File: src/hw/rtl/jsu_pkg.sv
// Shared types and constants for the JSON string unescaper.
// Holds the result kind codes, character and byte codes, code point limits, the result bundle type and a hex decoder.
// No dependencies.
package jsu_pkg;

    // Kind of one result transaction, carried on the master-side tuser.
    typedef enum logic [1:0]
    {
        KIND_DATA  = 2'd0,
        KIND_CLOSE = 2'd1,
        KIND_ERROR = 2'd2
    } kind_t;

    // Characters with a meaning to the scanner.
    localparam logic [7:0] CHAR_QUOTE     = 8'h22;
    localparam logic [7:0] CHAR_BACKSLASH = 8'h5c;
    localparam logic [7:0] CHAR_SLASH     = 8'h2f;
    localparam logic [7:0] CHAR_N         = 8'h6e;
    localparam logic [7:0] CHAR_R         = 8'h72;
    localparam logic [7:0] CHAR_T         = 8'h74;
    localparam logic [7:0] CHAR_B         = 8'h62;
    localparam logic [7:0] CHAR_F         = 8'h66;
    localparam logic [7:0] CHAR_U         = 8'h75;
    localparam logic [7:0] CHAR_SPACE     = 8'h20;

    // Bytes that the escapes stand for.
    localparam logic [7:0] BYTE_LF = 8'h0a;
    localparam logic [7:0] BYTE_CR = 8'h0d;
    localparam logic [7:0] BYTE_HT = 8'h09;
    localparam logic [7:0] BYTE_BS = 8'h08;
    localparam logic [7:0] BYTE_FF = 8'h0c;

    // Code point limits and UTF-8 lead and continuation marks.
    localparam logic [15:0] SURR_LOW   = 16'hd800;
    localparam logic [15:0] SURR_HIGH  = 16'hdfff;
    localparam logic [15:0] LIMIT_ONE  = 16'h0080;
    localparam logic [15:0] LIMIT_TWO  = 16'h0800;
    localparam logic [7:0]  LEAD_TWO   = 8'hc0;
    localparam logic [7:0]  LEAD_THREE = 8'he0;
    localparam logic [7:0]  CONT_MARK  = 8'h80;

    // All results caused by one input byte: up to three bytes of one kind.
    typedef struct packed
    {
        logic [1:0]      count;
        logic [2:0][7:0] bytes;
        kind_t           kind;
        logic            last;
    } result_t;

    // Hex digit decode: bit 4 is set for a valid digit, bits 3:0 hold its value.
    function automatic logic [4:0] hex_digit(input logic [7:0] c);
        logic [4:0] r;
        r = 5'd0;
        if (c >= 8'h30 && c <= 8'h39)
        begin
            r = {1'b1, 4'(c - 8'h30)};
        end
        else if (c >= 8'h61 && c <= 8'h66)
        begin
            r = {1'b1, 4'(c - 8'h57)};
        end
        else if (c >= 8'h41 && c <= 8'h46)
        begin
            r = {1'b1, 4'(c - 8'h37)};
        end
        return r;
    endfunction

endpackage

File: src/hw/rtl/jsu_result_buf.sv
// Result buffer of the JSON string unescaper.
// Holds the results of one input byte and hands them out one per transaction.
// Depends on jsu_pkg.
module jsu_result_buf
(
    input  logic              clk,
    input  logic              rst_n,
    input  logic              load,
    input  jsu_pkg::result_t  result,
    output logic              can_load,
    output logic              m_tvalid,
    input  logic              m_tready,
    output logic [7:0]        m_tdata,   // out_byte[7:0]
    output logic [1:0]        m_tuser,   // result_kind[1:0]
    output logic              m_tlast    // run_last
);

    logic [1:0]      left_reg;
    logic [2:0][7:0] bytes_reg;
    jsu_pkg::kind_t  kind_reg;
    logic            last_reg;
    logic            pop;

    // A new bundle may enter once the last held result leaves.
    assign pop      = m_tvalid && m_tready;
    assign can_load = (left_reg == 2'd0) || (left_reg == 2'd1 && pop);

    // Count and control state.
    always_ff @(posedge clk or negedge rst_n)
    begin
        if (!rst_n)
        begin
            left_reg <= 2'd0;
        end
        else if (load)
        begin
            left_reg <= result.count;
        end
        else if (pop)
        begin
            left_reg <= left_reg - 2'd1;
        end
    end

    // Payload: load a bundle, or shift the next byte to the front.
    always_ff @(posedge clk)
    begin
        if (load)
        begin
            bytes_reg <= result.bytes;
            kind_reg  <= result.kind;
            last_reg  <= result.last;
        end
        else if (pop)
        begin
            bytes_reg <= {8'h00, bytes_reg[2:1]};
        end
    end

    assign m_tvalid = (left_reg != 2'd0);
    assign m_tdata  = bytes_reg[0];
    assign m_tuser  = kind_reg;
    assign m_tlast  = (left_reg == 2'd1) && last_reg;

endmodule

File: src/hw/rtl/json_string_unescaper_unit.sv
// JSON string unescaper, top level.
// Scanner state machine with input register; feeds jsu_result_buf.
// Depends on jsu_pkg and jsu_result_buf.
//
// Use: the slave-side stream carries the raw bytes of quoted JSON strings,
// tdata holding the byte and tlast marking the last byte of available input.
// The master-side stream returns the unescaped content: tdata is the data
// byte, tuser the kind (data, string closed, syntax error) and tlast marks
// the final result caused by an input byte (not set on an error found in the
// byte itself). An input byte gives zero to three results; a \u escape
// gives one to three UTF-8 bytes. An accepted byte is decoded from the
// input register, and its results are loaded into the result buffer.
// Throughput: one input byte per cycle while each byte gives at most one
// result and the receiver is ready; a larger bundle holds the output port
// until all its results are taken from the result buffer, one per cycle.
// Reset clears the scanner to idle (awaiting an opening quote) and empties
// both the input register and the result buffer.
// A stalled receiver holds the current result; at most one more input byte is
// taken into the input register before tready falls.
module json_string_unescaper_unit
(
    input  logic       clk,
    input  logic       rst_n,
    input  logic       s_tvalid,
    output logic       s_tready,
    input  logic [7:0] s_tdata,    // in_byte[7:0]
    input  logic       s_tlast,    // in_final
    output logic       m_tvalid,
    input  logic       m_tready,
    output logic [7:0] m_tdata,    // out_byte[7:0]
    output logic [1:0] m_tuser,    // result_kind[1:0]
    output logic       m_tlast     // run_last
);

    typedef enum logic [1:0]
    {
        MODE_IDLE,
        MODE_TEXT,
        MODE_ESC,
        MODE_HEX
    } mode_t;

    mode_t             mode_reg,  mode_next;
    logic [1:0]        hex_reg,   hex_next;
    logic [15:0]       acc_reg,   acc_next;
    logic              in_vld_reg;
    logic [7:0]        in_byte_reg;
    logic              in_final_reg;
    jsu_pkg::result_t  res_next;
    logic              can_load;
    logic              process;
    logic              done;
    logic [4:0]        hex_dec;
    logic [15:0]       code;
    logic [7:0]        esc_byte;
    logic              esc_ok;

    // Decode when a byte is held and the buffer can take its results.
    assign process  = in_vld_reg && can_load;
    assign s_tready = !in_vld_reg || process;

    assign hex_dec = jsu_pkg::hex_digit(in_byte_reg);
    assign code    = {acc_reg[11:0], hex_dec[3:0]};

    // Single-byte escapes.
    always_comb
    begin
        esc_ok   = 1'b1;
        esc_byte = in_byte_reg;
        case (in_byte_reg)
            jsu_pkg::CHAR_QUOTE,
            jsu_pkg::CHAR_BACKSLASH,
            jsu_pkg::CHAR_SLASH: esc_byte = in_byte_reg;
            jsu_pkg::CHAR_N:     esc_byte = jsu_pkg::BYTE_LF;
            jsu_pkg::CHAR_R:     esc_byte = jsu_pkg::BYTE_CR;
            jsu_pkg::CHAR_T:     esc_byte = jsu_pkg::BYTE_HT;
            jsu_pkg::CHAR_B:     esc_byte = jsu_pkg::BYTE_BS;
            jsu_pkg::CHAR_F:     esc_byte = jsu_pkg::BYTE_FF;
            default:             esc_ok   = 1'b0;
        endcase
    end

    // Next scanner state and the results of the held byte.
    always_comb
    begin
        mode_next      = mode_reg;
        hex_next       = hex_reg;
        acc_next       = acc_reg;
        res_next.count = 2'd0;
        res_next.bytes = '0;
        res_next.kind  = jsu_pkg::KIND_DATA;
        res_next.last  = 1'b0;
        done           = 1'b0;

        unique case (mode_reg)
            MODE_IDLE:
            begin
                if (in_byte_reg != jsu_pkg::CHAR_QUOTE)
                begin
                    done = 1'b1;
                end
                else
                begin
                    mode_next = MODE_TEXT;
                end
            end
            MODE_TEXT:
            begin
                if (in_byte_reg == jsu_pkg::CHAR_QUOTE)
                begin
                    mode_next      = MODE_IDLE;
                    res_next.count = 2'd1;
                    res_next.kind  = jsu_pkg::KIND_CLOSE;
                    res_next.last  = 1'b1;
                    done           = 1'b1;
                end
                else if (in_byte_reg < jsu_pkg::CHAR_SPACE)
                begin
                    done = 1'b1;
                end
                else if (in_byte_reg == jsu_pkg::CHAR_BACKSLASH)
                begin
                    mode_next = MODE_ESC;
                end
                else
                begin
                    res_next.count    = 2'd1;
                    res_next.bytes[0] = in_byte_reg;
                end
            end
            MODE_ESC:
            begin
                if (in_byte_reg == jsu_pkg::CHAR_U)
                begin
                    mode_next = MODE_HEX;
                    hex_next  = 2'd0;
                    acc_next  = 16'd0;
                end
                else if (esc_ok)
                begin
                    mode_next         = MODE_TEXT;
                    res_next.count    = 2'd1;
                    res_next.bytes[0] = esc_byte;
                end
                else
                begin
                    done = 1'b1;
                end
            end
            MODE_HEX:
            begin
                if (!hex_dec[4])
                begin
                    done = 1'b1;
                end
                else if (hex_reg != 2'd3)
                begin
                    hex_next = hex_reg + 2'd1;
                    acc_next = code;
                end
                else if (code >= jsu_pkg::SURR_LOW && code <= jsu_pkg::SURR_HIGH)
                begin
                    done = 1'b1;
                end
                else
                begin
                    mode_next = MODE_TEXT;
                    hex_next  = 2'd0;
                    acc_next  = 16'd0;
                    if (code < jsu_pkg::LIMIT_ONE)
                    begin
                        res_next.count    = 2'd1;
                        res_next.bytes[0] = code[7:0];
                    end
                    else if (code < jsu_pkg::LIMIT_TWO)
                    begin
                        res_next.count    = 2'd2;
                        res_next.bytes[0] = jsu_pkg::LEAD_TWO | {3'b000, code[10:6]};
                        res_next.bytes[1] = jsu_pkg::CONT_MARK | {2'b00, code[5:0]};
                    end
                    else
                    begin
                        res_next.count    = 2'd3;
                        res_next.bytes[0] = jsu_pkg::LEAD_THREE | {4'h0, code[15:12]};
                        res_next.bytes[1] = jsu_pkg::CONT_MARK | {2'b00, code[11:6]};
                        res_next.bytes[2] = jsu_pkg::CONT_MARK | {2'b00, code[5:0]};
                    end
                end
            end
            default:
            begin
                mode_next = MODE_IDLE;
            end
        endcase

        // An error found in the byte itself: one error result without tlast.
        if (done && res_next.kind != jsu_pkg::KIND_CLOSE)
        begin
            mode_next      = MODE_IDLE;
            hex_next       = 2'd0;
            acc_next       = 16'd0;
            res_next.count = 2'd1;
            res_next.bytes = '0;
            res_next.kind  = jsu_pkg::KIND_ERROR;
            res_next.last  = 1'b0;
        end
        // Input ran out inside a string: the string fails.
        else if (!done && in_final_reg)
        begin
            mode_next      = MODE_IDLE;
            hex_next       = 2'd0;
            acc_next       = 16'd0;
            res_next.count = 2'd1;
            res_next.bytes = '0;
            res_next.kind  = jsu_pkg::KIND_ERROR;
            res_next.last  = 1'b1;
        end
        else if (!done)
        begin
            res_next.last = (res_next.count != 2'd0);
        end
    end

    // Scanner state and input register.
    always_ff @(posedge clk or negedge rst_n)
    begin
        if (!rst_n)
        begin
            mode_reg   <= MODE_IDLE;
            hex_reg    <= 2'd0;
            acc_reg    <= 16'd0;
            in_vld_reg <= 1'b0;
        end
        else
        begin
            if (process)
            begin
                mode_reg <= mode_next;
                hex_reg  <= hex_next;
                acc_reg  <= acc_next;
            end
            if (s_tready)
            begin
                in_vld_reg <= s_tvalid;
            end
        end
    end

    // Input payload.
    always_ff @(posedge clk)
    begin
        if (s_tvalid && s_tready)
        begin
            in_byte_reg  <= s_tdata;
            in_final_reg <= s_tlast;
        end
    end

    jsu_result_buf u_result_buf
    (
        .clk      (clk),
        .rst_n    (rst_n),
        .load     (process),
        .result   (res_next),
        .can_load (can_load),
        .m_tvalid (m_tvalid),
        .m_tready (m_tready),
        .m_tdata  (m_tdata),
        .m_tuser  (m_tuser),
        .m_tlast  (m_tlast)
    );

endmodule

File: config.mk
export PLATFORM = sky130hd
export DESIGN_NAME = json_string_unescaper_unit
export DESIGN_NICKNAME = d
export VERILOG_FILES = /design/src/hw/rtl/jsu_pkg.sv /design/src/hw/rtl/jsu_result_buf.sv /design/src/hw/rtl/json_string_unescaper_unit.sv
export SDC_FILE = /design/constraint.sdc
export NUM_CORES = 1
export LEC_CHECK = 0
export BUFFER_PORTS_ARGS = -buffer_cell sky130_fd_sc_hd__buf_2
export CORE_MARGIN = 1.5
export CORE_UTILIZATION = 45
export DETAILED_ROUTE_END_ITERATION = 7
export SYNTH_ARGS = -nofsm -noshare
export SYNTH_HDL_FRONTEND = slang
export SYNTH_SLANG_ARGS = --single-unit
File: constraint.sdc
create_clock -name clk -period 6.6 [get_ports clk]
set_input_delay 0.33 -clock clk [delete_from_list [all_inputs] [get_ports clk]]
set_output_delay 0.33 -clock clk [all_outputs]
set_load 0.02 [all_outputs]
==> impl_metrics.ini <==
[timing]
fin_skew_ps = 8.27
hold_viol = 0
rsz0062_at_grt = false
setup_tns_ps = 0
finalSetupViolations = 0
drv_slew = 0
fin_crit_sh_pct = 48.3
slew_headroom_pct = 22.5
period_minus_slack_ps = 3190
tightest_slew_ps = 1160
max_freq_mhz = 314

[floorplan]
core_mm2 = 0.00683
initial_core_util_pct = 46.8
boundaryPins = 26
fp.dieArea_mm2 = 0.00761
die_w_um = 87.3
num_rows = 30
fp.dieH_um = 87.3

[finish]
fin_cells = 413
fill_cells = 654
mostFrequentLayoutCells = edfxtp_1 (34), nand2_1 (26), buf_2 (25)
antennaDiodeCount = 0
design_area_mm2 = 0.00340
nets = 341
largest_register_ffs = 14
final_common_cell = edfxtp_1
fin_util_pct = 49.8
synthToLayoutAreaGrowth_pct = 6.50
drive_gt1_share_pct = 14.5

[global_routing]
track_usage_pct = 21.1
grt_pass1_vias = 2274
grt_max_degree = 27
grt_pass1_wl_um = 12100
overflow = 0
antenna_found_initial = 0

[power_and_ir_drop]
p_per_area_mw_per_mm2 = 311
ir_drop_uv = 96.8
p_leak_nw = 1.37
fin_total_pwr_w = 0.00106

[synthesis]
synthTopCellsByArea = edfxtp_1 (32%), dfrtp_1 (15%), a22o_1 (4.9%), ha_1 (4.7%), o21ai_0 (3.8%)
ys_ff_latch = 53
synth.distinct_cells = 54
synth_top_area_share_pct = 32.0
syn_nets = 331
synthFlopType = edfxtp_1
yosysTopAreaCell = edfxtp_1
seq_area_frac_synth_pct = 46.8
ys_warn_count = 0
netlist_instances = 306
async_reset_ff_share_pct = 35.8
avgSynthCellArea_um2 = 10.4
netlist_area_mm2 = 0.00319
synth_edf_count = 34

[worst_setup_path]
cpPeakStageDelay_ps = 690
worst_path_max_delay_cell = nor4_4
crit_type = register to register
startpoint_type = register
critPathCaptureType = register
cp.arrival_ps = 3450
path_cells = inv_1, ha_1, nor3b_2, a31oi_1, o41a_4, a31oi_4, a31o_4, inv_4, nor4_4, mux2_2
cp_max_fo = 13
crit_family = compound AO/OA/AOI/OAI gates
r2r_setup_slack_ps = 3410
cp_num_buf_inv = 2
worstPathRequired_ps = 6860

[place]
dp_hpwl_um = 5390
portBuffers = 25
dp.cells = 404
gp_congestion = 0.913
dpl-instance-area_mm2 = 0.00330

[detailed_routing]
first_pass_iters = 4
drt_iter0_drc = 251
post_drt_wl_per_cell_um = 18.0
num_vias = 2406
viasPerCell = 5.83
wirelength_um = 7430
drc_errors = 0
ant_nets = 0

[status]
status = finished, final reports clean

[job]
maxCapViolations = 0

[hold_path]
hold_class = input pin to register

[clock_tree]
root_buffer = clkbuf_8
cts_sinks = 53
insertion_delay_ps = 320
cts_tree = built
cts_buffers = 5
hold_buffers = 1
clkTransAtPathRegs_ps = 110
cts_resized = 0
post_cts.repair.setup_buffers = 0
htreeDepth = 2
cts_buffer_depth = 2
[cell families after synthesis]
kind of cell / after synthesis / synth area share, %
multiplexers: 8 / 2.66
buffers and inverters: 39 / 6.38
AO/OA/AOI/OAI: 95 / 21.6
adder cells (fa/ha/maj): 12 / 4.70
flip-flops: 53 / 46.8
AND/OR/NAND/NOR: 99 / 17.8
[per-stage QoR]
step | worst slack, ps | hold WS, ps
finish | 3410 | 176
global route | 3180 | 166
CTS | 3440 | 170
detailed placement | 3460 | 309
global placement | 3490 | 301
floorplan | 4100 | 34.4
[final timing paths]
path / from / depth (start not counted) / endpoint
max: in_byte_reg[0] / 10 / hex_reg[0]
min: s_tlast / 1 / in_final_reg
max reg2reg: in_byte_reg[0] / 10 / hex_reg[0]
min reg2reg: hex_reg[1] / 1 / hex_reg[1]
max in group asynchronous: rst_n / 2 / acc_reg[10]
min in group asynchronous: rst_n / 2 / mode_reg[0]
[report_power, final]
group | switching (W) | leakage (nW) | internal (W)
sequential | 0.0000535 | 0.594 | 0.000463
clock | 0.000121 | 0.0447 | 0.0000770
combinational | 0.000230 | 0.728 | 0.000113
[synth_stat cells (3+ instances only)]
cell type,count
a21oi_1,14
a21o_1,4
a22o_1,18
o21ai_0,24
a22oi_1,4
nor2b_1,7
nand3_1,10
ha_1,12
nand2_1,26
edfxtp_1,34
and2_1,13
dfrtp_1,19
a211oi_1,3
mux2_2,4
nor3b_1,3
o31ai_1,3
o211ai_1,3
nor3_1,4
nand3b_1,3
clkbuf_1,7
a31oi_1,4
nand2b_1,5
buf_4,9
a221oi_1,3
nor2_1,11
and3_1,3
inv_1,15
buf_2,5
mux2i_1,4
[metal layers]
metal  wire length, um  global-route usage (%)  up-vias
met4               144                    6.93        0
met3               277                    3.79       11
met2              3430                    33.4       53
li1                  -                       -     1160
met1              3580                    29.1     1182
met5                 0                       0        -
[area by class of cell]
class	count	area, um^2	area share, %
multi-input combinational	214	1490	43.9
clock buffer	5	68.8	2.02
timing repair buffer	26	135	3.97
inverter	16	62.6	1.84
clock inverter	3	25.0	0.736
sequential	53	1500	44.0
tap	96	120	3.53
Power figures use the tool's default switching activity.
